`config.mk`:
```
export PLATFORM = sky130hd
export DESIGN_NAME = edge_adaptive_pixel_blend
export DESIGN_NICKNAME = d
export VERILOG_FILES = /design/src/rtl/core/eapb_pkg.sv /design/src/rtl/core/edge_adaptive_pixel_blend.sv /design/src/rtl/core/eapb_luma.sv /design/src/rtl/core/eapb_edge.sv /design/src/rtl/core/eapb_div.sv
export VERILOG_INCLUDE_DIRS = /design/src /design/src/rtl/core
export SDC_FILE = /design/constraint.sdc
export NUM_CORES = 2
export LEC_CHECK = 0
export BUFFER_PORTS_ARGS = -buffer_cell sky130_fd_sc_hd__buf_2
export CAP_MARGIN = 30
export CELL_PAD_IN_SITES_DETAIL_PLACEMENT = 1
export CELL_PAD_IN_SITES_GLOBAL_PLACEMENT = 2
export CORE_ASPECT_RATIO = 2
export CORE_MARGIN = 2
export CORE_UTILIZATION = 44
export CTS_CLUSTER_DIAMETER = 120
export CTS_CLUSTER_SIZE = 28
export DETAILED_ROUTE_END_ITERATION = 16
export PLACE_DENSITY = 0.94
export SETUP_SLACK_MARGIN = 0.05
export SLEW_MARGIN = 20
export SYNTH_ARGS = -nofsm -noshare
export SYNTH_HDL_FRONTEND = slang
export SYNTH_SLANG_ARGS = --single-unit
```
`constraint.sdc`:
```
create_clock -name clk -period 12.25 [get_ports clk]
set_clock_uncertainty 0.15 [all_clocks]
set_input_delay 0 -clock clk [delete_from_list [all_inputs] [get_ports clk]]
set_output_delay 0 -clock clk [all_outputs]
set_load 0.1 [all_outputs]
```
`src/rtl/core/assert_macros.svh`:
```
// Assertion macros shared by the blend core.
`ifndef ASSERT_MACROS_SVH
`define ASSERT_MACROS_SVH

`ifndef SYNTH
// Same-cycle implication, sampled on clk and disabled while rst_n is low.
`define EAPB_ASSERT_IMPL(lbl, ante, cons) \
  lbl: assert property (@(posedge clk) disable iff (!rst_n) (ante) |-> (cons)) \
    else $error("eapb assertion failed");
// Next-cycle implication, sampled on clk and disabled while rst_n is low.
`define EAPB_ASSERT_NEXT(lbl, ante, cons) \
  lbl: assert property (@(posedge clk) disable iff (!rst_n) (ante) |=> (cons)) \
    else $error("eapb assertion failed");
`else
`define EAPB_ASSERT_IMPL(lbl, ante, cons)
`define EAPB_ASSERT_NEXT(lbl, ante, cons)
`endif

`endif

```
`src/rtl/core/eapb_pkg.sv`:
```
// Types, constants and the luma function of the edge-adaptive pixel blend.
`default_nettype none
package eapb_pkg;

  localparam int LUMA_WR = 77;
  localparam int LUMA_WG = 150;
  localparam int LUMA_WB = 29;

  localparam logic [7:0] RANGE_LOW_RST  = 8'd16;
  localparam logic [7:0] RANGE_HIGH_RST = 8'd127;

  // Configuration register indexes.
  localparam logic [7:0] REG_RANGE_LOW  = 8'd0;
  localparam logic [7:0] REG_RANGE_HIGH = 8'd1;

  // Positions of the five pixels in the luma vector.
  localparam int PIX_C = 0;
  localparam int PIX_L = 1;
  localparam int PIX_R = 2;
  localparam int PIX_B = 3;
  localparam int PIX_A = 4;

  localparam int NUM_W = 18;

  typedef struct packed {
    logic [7:0] low;
    logic [7:0] high;
  } cfg_t;

  typedef struct packed {
    logic [4:0][7:0] luma;
    logic [2:0][8:0] hsum;
    logic [2:0][8:0] vsum;
    logic [23:0]     center;
  } s1_t;

  typedef struct packed {
    logic            blend;
    logic [7:0]      dh;
    logic [7:0]      dv;
    logic [9:0]      den2;
    logic [2:0][8:0] hsum;
    logic [2:0][8:0] vsum;
    logic [23:0]     center;
  } s2_t;

  typedef struct packed {
    logic                  blend;
    logic [9:0]            den2;
    logic [2:0][NUM_W-1:0] num;
    logic [23:0]           center;
  } s3_t;

  typedef struct packed {
    logic                  blend;
    logic [9:0]            den2;
    logic [2:0][NUM_W-1:0] rem;
    logic [2:0][7:0]       quo;
    logic [23:0]           center;
  } dv_t;

  function automatic logic [7:0] luma_of(input logic [23:0] px);
    logic [15:0] s;
    s = 16'(px[23:16]) * 16'(LUMA_WR) + 16'(px[15:8]) * 16'(LUMA_WG)
      + 16'(px[7:0]) * 16'(LUMA_WB);
    return s[15:8];
  endfunction

endpackage
`default_nettype wire

```
`src/rtl/core/edge_adaptive_pixel_blend.sv`:
```
// Edge-adaptive pixel blend, top level.
// Throughput: one word per cycle while out_stall is low; the seven stages are luma,
// range test, numerators and four two-bit stages of the shared-nothing divider.
// Reset clears all stage valid bits and loads range_low 16, range_high 127.
`default_nettype none
`include "assert_macros.svh"
module edge_adaptive_pixel_blend
  import eapb_pkg::*;
(
  input  wire logic        clk,
  input  wire logic        rst_n,
  input  wire logic        in_valid,
  output logic             in_stall,
  input  wire logic [23:0] in_center_pixel,
  input  wire logic [23:0] in_left_pixel,
  input  wire logic [23:0] in_right_pixel,
  input  wire logic [23:0] in_below_pixel,
  input  wire logic [23:0] in_above_pixel,
  output logic             out_valid,
  input  wire logic        out_stall,
  output logic [23:0]      out_pixel,
  output logic             out_was_blended,
  input  wire logic        cfg_valid,
  output logic             cfg_ready,
  input  wire logic [7:0]  cfg_index,
  input  wire logic [7:0]  cfg_data
);

  localparam int NSTG = 7;

  cfg_t            cfg_r, cfg_nxt;
  logic [NSTG-1:0] vld_r, vld_nxt;
  logic [NSTG:0]   stg_rdy;
  s1_t             s1;
  s3_t             s3;
  dv_t             dv_out;

  assign cfg_ready = 1'b1;

  always_comb begin
    cfg_nxt = cfg_r;
    if (cfg_valid) begin
      unique case (cfg_index)
        REG_RANGE_LOW:  cfg_nxt.low  = cfg_data;
        REG_RANGE_HIGH: cfg_nxt.high = cfg_data;
        default:        cfg_nxt      = cfg_r;
      endcase
    end
  end

  // A stage takes a new word when it is empty or its own word moves on.
  always_comb begin
    stg_rdy[NSTG] = !out_stall;
    for (int i = NSTG - 1; i >= 0; i--) begin
      stg_rdy[i] = !vld_r[i] || stg_rdy[i+1];
    end
    vld_nxt = vld_r;
    if (stg_rdy[0]) begin
      vld_nxt[0] = in_valid;
    end
    for (int i = 1; i < NSTG; i++) begin
      if (stg_rdy[i]) begin
        vld_nxt[i] = vld_r[i-1];
      end
    end
  end

  always_ff @(posedge clk) begin
    if (!rst_n) begin
      cfg_r.low  <= RANGE_LOW_RST;
      cfg_r.high <= RANGE_HIGH_RST;
      vld_r      <= '0;
    end else begin
      cfg_r <= cfg_nxt;
      vld_r <= vld_nxt;
    end
  end

  assign in_stall = !stg_rdy[0];

  eapb_luma u_luma (
    .clk          (clk),
    .en           (stg_rdy[0]),
    .center_pixel (in_center_pixel),
    .left_pixel   (in_left_pixel),
    .right_pixel  (in_right_pixel),
    .below_pixel  (in_below_pixel),
    .above_pixel  (in_above_pixel),
    .s1_r         (s1)
  );

  eapb_edge u_edge (
    .clk  (clk),
    .en   (stg_rdy[2:1]),
    .cfg  (cfg_r),
    .s1   (s1),
    .s3_r (s3)
  );

  eapb_div u_div (
    .clk    (clk),
    .en     (stg_rdy[6:3]),
    .s3     (s3),
    .dv_out (dv_out)
  );

  assign out_valid       = vld_r[NSTG-1];
  assign out_was_blended = dv_out.blend;
  assign out_pixel       = dv_out.blend ? {dv_out.quo[2], dv_out.quo[1], dv_out.quo[0]}
                                        : dv_out.center;

  `EAPB_ASSERT_NEXT(a_in_lands, in_valid && !in_stall, vld_r[0])
  `EAPB_ASSERT_IMPL(a_stall_full, in_stall, vld_r == {NSTG{1'b1}})
  `EAPB_ASSERT_IMPL(a_blend_den, vld_r[2] && s3.blend, s3.den2 != 10'd0)

endmodule
`default_nettype wire

```
`src/rtl/core/eapb_luma.sv`:
```
// First stage: luma of the five pixels and the per-channel pair sums.
`default_nettype none
module eapb_luma
  import eapb_pkg::*;
(
  input  wire logic        clk,
  input  wire logic        en,
  input  wire logic [23:0] center_pixel,
  input  wire logic [23:0] left_pixel,
  input  wire logic [23:0] right_pixel,
  input  wire logic [23:0] below_pixel,
  input  wire logic [23:0] above_pixel,
  output s1_t              s1_r
);

  s1_t s1_nxt;

  always_comb begin
    s1_nxt.luma[PIX_C] = luma_of(center_pixel);
    s1_nxt.luma[PIX_L] = luma_of(left_pixel);
    s1_nxt.luma[PIX_R] = luma_of(right_pixel);
    s1_nxt.luma[PIX_B] = luma_of(below_pixel);
    s1_nxt.luma[PIX_A] = luma_of(above_pixel);
    for (int c = 0; c < 3; c++) begin
      s1_nxt.hsum[c] = 9'(left_pixel[8*c +: 8]) + 9'(right_pixel[8*c +: 8]);
      s1_nxt.vsum[c] = 9'(below_pixel[8*c +: 8]) + 9'(above_pixel[8*c +: 8]);
    end
    s1_nxt.center = center_pixel;
  end

  always_ff @(posedge clk) begin
    if (en) begin
      s1_r <= s1_nxt;
    end
  end

endmodule
`default_nettype wire

```
`src/rtl/core/eapb_edge.sv`:
```
// Second and third stages: range test, edge gradients and blend numerators.
`default_nettype none
module eapb_edge
  import eapb_pkg::*;
(
  input  wire logic       clk,
  input  wire logic [1:0] en,
  input  wire cfg_t       cfg,
  input  wire s1_t        s1,
  output s3_t             s3_r
);

  s2_t s2_r, s2_nxt;
  s3_t s3_nxt;

  always_comb begin
    logic [7:0] lmin;
    logic [7:0] lmax;
    logic [7:0] range;
    lmin = s1.luma[0];
    lmax = s1.luma[0];
    for (int i = 1; i < 5; i++) begin
      if (s1.luma[i] < lmin) lmin = s1.luma[i];
      if (s1.luma[i] > lmax) lmax = s1.luma[i];
    end
    range = lmax - lmin;
    s2_nxt.dh = (s1.luma[PIX_L] > s1.luma[PIX_R]) ? s1.luma[PIX_L] - s1.luma[PIX_R]
                                                   : s1.luma[PIX_R] - s1.luma[PIX_L];
    s2_nxt.dv = (s1.luma[PIX_B] > s1.luma[PIX_A]) ? s1.luma[PIX_B] - s1.luma[PIX_A]
                                                   : s1.luma[PIX_A] - s1.luma[PIX_B];
    s2_nxt.den2  = {9'(s2_nxt.dh) + 9'(s2_nxt.dv), 1'b0};
    // A flat neighbourhood has no gradient to weight by, so the centre passes.
    s2_nxt.blend = (range >= cfg.low) && (range <= cfg.high) && (s2_nxt.den2 != '0);
    s2_nxt.hsum   = s1.hsum;
    s2_nxt.vsum   = s1.vsum;
    s2_nxt.center = s1.center;
  end

  always_comb begin
    for (int c = 0; c < 3; c++) begin
      s3_nxt.num[c] = NUM_W'(s2_r.hsum[c]) * NUM_W'(s2_r.dv)
                    + NUM_W'(s2_r.vsum[c]) * NUM_W'(s2_r.dh);
    end
    s3_nxt.blend  = s2_r.blend;
    s3_nxt.den2   = s2_r.den2;
    s3_nxt.center = s2_r.center;
  end

  always_ff @(posedge clk) begin
    if (en[0]) begin
      s2_r <= s2_nxt;
    end
    if (en[1]) begin
      s3_r <= s3_nxt;
    end
  end

endmodule
`default_nettype wire

```
`src/rtl/core/eapb_div.sv`:
```
// Pipelined restoring divider: two quotient bits per stage over four stages.
`default_nettype none
module eapb_div
  import eapb_pkg::*;
(
  input  wire logic       clk,
  input  wire logic [3:0] en,
  input  wire s3_t        s3,
  output dv_t             dv_out
);

  dv_t src    [4];
  dv_t st_r   [4];
  dv_t st_nxt [4];

  always_comb begin
    src[0].blend  = s3.blend;
    src[0].den2   = s3.den2;
    src[0].rem    = s3.num;
    src[0].quo    = '0;
    src[0].center = s3.center;
    for (int j = 1; j < 4; j++) begin
      src[j] = st_r[j-1];
    end
  end

  // The numerator is below 256 times the divisor, so eight quotient bits suffice
  // and the remainder never exceeds the numerator width.
  for (genvar j = 0; j < 4; j++) begin : g_stage
    always_comb begin
      logic [NUM_W-1:0] trial;
      st_nxt[j] = src[j];
      for (int c = 0; c < 3; c++) begin
        for (int b = 0; b < 2; b++) begin
          trial = NUM_W'(src[j].den2) << (7 - 2*j - b);
          if (st_nxt[j].rem[c] >= trial) begin
            st_nxt[j].rem[c] = st_nxt[j].rem[c] - trial;
            st_nxt[j].quo[c][7 - 2*j - b] = 1'b1;
          end
        end
      end
    end

    always_ff @(posedge clk) begin
      if (en[j]) begin
        st_r[j] <= st_nxt[j];
      end
    end
  end

  assign dv_out = st_r[3];

endmodule
`default_nettype wire
```
======== Yosys cells after proc, flatten, opt, wreduce, memory -nomap -nowiden ========
Memory sizes are Yosys's and may differ from the RTL's.
Cells that the tools add are included.
storage, ports and cells
  word-level logic and storage cells ...... 235
  flip-flop bits (word level) ............. 333
  bits of input ports ..................... 141
  memories ................................ 1
  RAM bits ................................ 452
  output and inout port bits .............. 28
operators by class
  multiplexer cells ....................... 67
  order comparisons ....................... 36
  equal/unequal tests ..................... 1
  $mul .................................... 21
  reduce and logical (&&, ||, !) cells .... 22
  $add $sub $neg .......................... 49
memories
  memory      depth  width  rd ports  clocked after memory_dff  write ports  line            text
  u_div.st_r  4      113    4         0                         4            eapb_div.sv:13  dv_t st_r [4];
operators with widths
  cell                  count
  $mux 18               24
  $mul 8x7->15 const B  10
  $mul 9x8->17          6
  $add 15x16->16        5
  $add 16x13->16        5
  $mux 8                10
  $mul 8x5->13 const B  5
  $add 8x8->9           7
  $add 17x17->18        3
  $ge 18x10->1          3
  $ge 18x11->1          3
  $ge 18x12->1          3
  $ge 18x13->1          3
  $ge 18x14->1          3
  $ge 18x15->1          3
  $ge 18x16->1          3
  $ge 18x17->1          3
  $sub 18x10->18        3
  $sub 18x11->18        3
  $sub 18x12->18        3
  $sub 18x13->18        3
  $sub 18x14->18        3
  $sub 18x15->18        3
  $sub 18x16->18        3
  15 further kinds      76

======== Depth between registers and ports, before layout ========
  depth after elaboration ................. 12
  depth in mapped cells ................... 61

======== Modules after synthesis ========
A second synthesis with hierarchy kept.
unflattened totals
  cells, all modules ...................... 7073
  area, all modules ....................... 73950.9 um^2
modules (own cells, without submodules)
  module                     area an instance (um^2)  instances  sequential area each (um^2)  cells an instance
  eapb_div                   28122.0                  1          12492.0                      2678
  eapb_edge                  24038.1                  1          5765.5                       2327
  eapb_luma                  20538.4                  1          3543.4                       1937
  edge_adaptive_pixel_blend  1252.5                   1          460.4                        131

======== Least setup slack after synthesis ========
OpenSTA, ideal clock, no wires.
  path kind ............................... register to register
  start ................................... register u_luma.s1_r[93] in the netlist's numbering
  end ..................................... register u_edge.s2_r[104] in the netlist's numbering (data pin)
  setup time .............................. 157 ps
  required time ........................... 11943 ps
  slack ................................... 1982 ps
  buffers on the path ..................... 4
  arrival time ............................ 9961 ps
  cell stages (with the launch flop) ...... 61
  path through ............................ edfxtp_1 -> ha_1 -> and4_1 -> o211ai_1 -> and3_1 -> nor2_1 -> clkbuf_1 -> nand2_1 -> o21ai_0 -> inv_1 -> ha_1 -> and2_1 -> and4_1 -> and2_1 -> a21bo_2 -> a221o_1 -> a32o_1 -> clkbuf_1 -> [... 25 more ...] -> ha_1 -> a21oi_1 -> o21ai_0 -> and2_1 -> o21ai_0 -> nand2_1 -> a21o_1 -> a21o_1 -> or3_1 -> o31ai_1 -> a211oi_1 -> o311ai_2 -> ha_1 -> nand3_1 -> nor2_1 -> a211oi_1 -> a21oi_1 -> nor3_1
RTL lines
  element                 line             text
  from (decl)             eapb_luma.sv:13  output s1_t s1_r
  from (signal assigned)  eapb_luma.sv:33  s1_r <= s1_nxt;
  to (signal assigned)    eapb_edge.sv:51  s2_r <= s2_nxt;
  to (decl)               eapb_edge.sv:13  s2_t s2_r, s2_nxt;

==> flow_metrics.py <==
metrics = {
    "synthesis": {
        "ys_warn_count": 0,
        "ys.flop_type": "edfxtp_1",
        "yosys.area.top_type": "edfxtp_1",
        "syn_avg_cell_area_sq_um": 10.4,
        "syn_area_sq_um": 67800,
        "synth_cell_type_count": 80,
        "synth_edf_count": 659,
        "ys_seq_area_frac": 0.299,
        "synth_cells": 6500,
        "synthMuxAreaShare": 0.0203,
        "synth_top_family_by_area": "adder cells",
        "ys_seq_elements": 682,
        "synth_compound_area_frac": 0.0890,
        "synth-xor-area-share": 0.0408,
        "synth_area_leaders": "edfxtp_1, fa_1, ha_1",
        "synth_fp_nets": 8274,
        "synthDominantCellAreaShare": 0.292,
        "synth-simple-area-share": 0.102,
        "yosys.area_share.adder": 0.372,
        "async_flop_share": 0,
    },
    "global_route": {
        "antenna_found_initial": 7,
        "grt.total_usage": 0.246,
        "grt_max_degree": 72,
        "grt_pass1_vias": 55713,
        "grt_pass1_wl_um": 299000,
        "grt-ovfl-total": 0,
    },
    "worst_setup_path": {
        "path_buf_inv": 5,
        "cp.required_ns": 12.62,
        "crit_family": "compound AO/OA/AOI/OAI gates",
        "cp-end-kind": "register",
        "crit_top_cell": "ha_1",
        "startpoint": "u_luma.s1_r[93]",
        "max_stage_delay_ns": 0.73,
        "crit_type": "register to register",
        "arrival_ns": 11.73,
        "rr_startpoint": "u_luma.s1_r[93]",
        "worst_path_max_delay_cell": "a21boi_0",
        "start_kind": "register",
        "worstPathMaxFanout": 11,
    },
    "job": {
        "cap_violations": 0,
    },
    "placement": {
        "hpwl_um": 159000,
        "dp.cells": 8673,
        "place.gp.congestion": 0.888,
        "port_buffers": 167,
    },
    "die": {
        "die_w_um": 282,
        "initial_core_util": 0.444,
        "dieArea_sq_um": 157000,
        "core-area_sq_um": 153000,
        "die_h_um": 559,
        "ioPinCount": 169,
        "row_count": 203,
    },
    "layout": {
        "syn2layout_area_growth_pct": 9.59,
        "drive_gt1_frac": 0.0559,
        "fill_cells": 17017,
        "nets": 8634,
        "final_cell_count_no_fill": 8939,
    },
    "sta": {
        "tightest_slew_ns": 1.01,
        "fin_crit_ns": 11.36,
        "period_share": 0.927,
        "slew_headroom": 0.329,
        "setup_viol": 0,
        "clock.fmax_mhz": 88.0,
        "rsz0062_at_grt": "false",
        "fin_setup_tns_ns": 0,
        "maxSlewViolCount": 0,
        "timing.hold.ws_ns": -0.00543,
        "final_hold_viol_count": 1,
    },
    "detailed_routing": {
        "drt_iter0_drc": 1725,
        "wl_per_cell_um": 21.5,
        "drc": 0,
        "routed_wirelength_um": 192000,
        "drt-vias-per-instance": 5.38,
        "ant_nets": 0,
        "first_pass_iters": 5,
        "via_count": 48071,
    },
    "worst_hold_path": {
        "hold_path_class": "input pin to register",
        "hold_start": "in_left_pixel[9]",
    },
    "clock_tree": {
        "clk-insertion-delay-late_ns": 0.69,
        "h-tree-depth": 1,
        "clock_sinks": 682,
        "root_buffer": "clkbuf_16",
        "clockBufferDepth": 3,
        "clkSlewWorstSetupHoldPaths_ns": 0.11,
        "cts-buffers-inserted": 29,
        "cts_tree": "done",
    },
    "run_status": {
        "violations": "negative hold slack",
        "status": "finished with violations",
    },
}
stage by stage:
step            util  worst slack (ns)  hold slack (ns)  cell area [sq um]
2_1_floorplan      -              1.98          -0.0511              67800
3_3_place_gp   0.466             0.617           0.0825              71300
3_5_place_dp   0.466             0.445           0.0902              71300
4_1_cts        0.485             0.387         0.000618              74200
5_1_grt        0.486             0.117           0.0304              74300
6_report       0.486             0.893         -0.00543              74300
kinds of logic (layout without fill, tap and decap cells):
family          after synthesis  in the layout
fa+ha+maj                  1634           1634
buf+inv                    1383           1766
compound gates              970            970
flops                       682            682
xor+xnor                    316            316
mux                         129            129
simple gates               1385           1385
other cells                   1              7
placed cells by master, fill, tap and decap left out, drive strengths merged, types with 59 or more instances in the layout:
master | netlist | layout
inv | 1291 | 1292
and2 | 256 | 256
xor2 | 72 | 72
a21o | 125 | 125
nor2 | 228 | 228
fa | 641 | 641
a21oi | 290 | 290
edfxtp | 659 | 659
buf | 3 | 220
mux2i | 59 | 59
o21bai | 63 | 63
xnor2 | 244 | 244
nand2 | 470 | 470
ha | 992 | 992
nor2b | 80 | 80
o21ai | 268 | 268
dlygate4sd3 | 0 | 200
mux2 | 70 | 70
metal layers:
| metal | global-route usage | vias to the layer above | wire length, um |
|---|---|---|---|
| li1 | - | 22302 | - |
| met4 | 0.185 | 4 | 17600 |
| met3 | 0.0177 | 524 | 3700 |
| met5 | 0 | - | 23 |
| met2 | 0.506 | 830 | 111000 |
| met1 | 0.212 | 24411 | 59600 |
synth_stat cells (11+ instances only):
library cell	count
nor3b_1	11
clkbuf_1	89
nor3_1	53
nand2b_1	53
and3_1	25
o31ai_1	42
ha_1	992
dfxtp_1	23
nor2b_1	80
o21bai_1	63
mux2_2	70
a211oi_1	19
nor4_1	33
a21boi_0	43
and2_1	256
mux2i_1	59
nand3b_1	12
nand4_1	48
edfxtp_1	659
or3_1	21
o21ai_0	264
xnor2_1	244
nor2_1	228
xor2_1	72
or4_1	11
or2_2	12
nand3_1	43
o21a_1	34
a21o_1	125
a21oi_1	289
fa_1	641
inv_1	1291
nand2_1	470
sequential cells by signal, summed over array words and instances, names as in the netlist:
register,cells
u_div.st_r,349
u_edge.s2_r,104
u_luma.s1_r,118
u_edge.s3_r,88
vld_r,7
cfg_r,16
tightest hold or removal path, delay by kind of cell:
| kind | cells | cell delay [ns] |
|---|---|---|
| adder cells (fa/ha/maj) | 1 | 0.26 |
| buffers and inverters | 3 | 0.38 |
repair_timing:
| item | in CTS | in global routing |
|---|---|---|
| hold buffers | 200 | 0 |
| setup endpoints to repair | 0 | 1 |
| endpoints found under the hold margin | 147 | 0 |
| setup buffers | 0 | 3 |
| resized for setup | 0 | 16 |
final timing paths:
path / cells past startpoint / endpoint / slack (ns)
setup / recovery: 53 / u_edge.s2_r[104] / 0.89
setup reg to reg: 53 / u_edge.s2_r[104] / 0.89
hold reg to reg: 0 / u_div.st_r[3][11] / 0.27
hold / removal: 4 / u_luma.s1_r[61] / -0.005
cell type report:
type                            instances  area (sq um)  share of cell area
Multi-Input combinational cell       4435         42500               0.572
Sequential cell                       682         20200               0.272
Inverter                             1291          4850              0.0653
Timing Repair Buffer                  421          3260              0.0439
Tap cell                             2050          2560              0.0345
Clock buffer                           50           825              0.0111
Clock inverter                          4          63.8            0.000859
Antenna cell                            6          15.0            0.000202
Power is left out: the tool's default activity adds up to more than one toggle a clock period on the data nets, which glitch-free logic cannot reach.
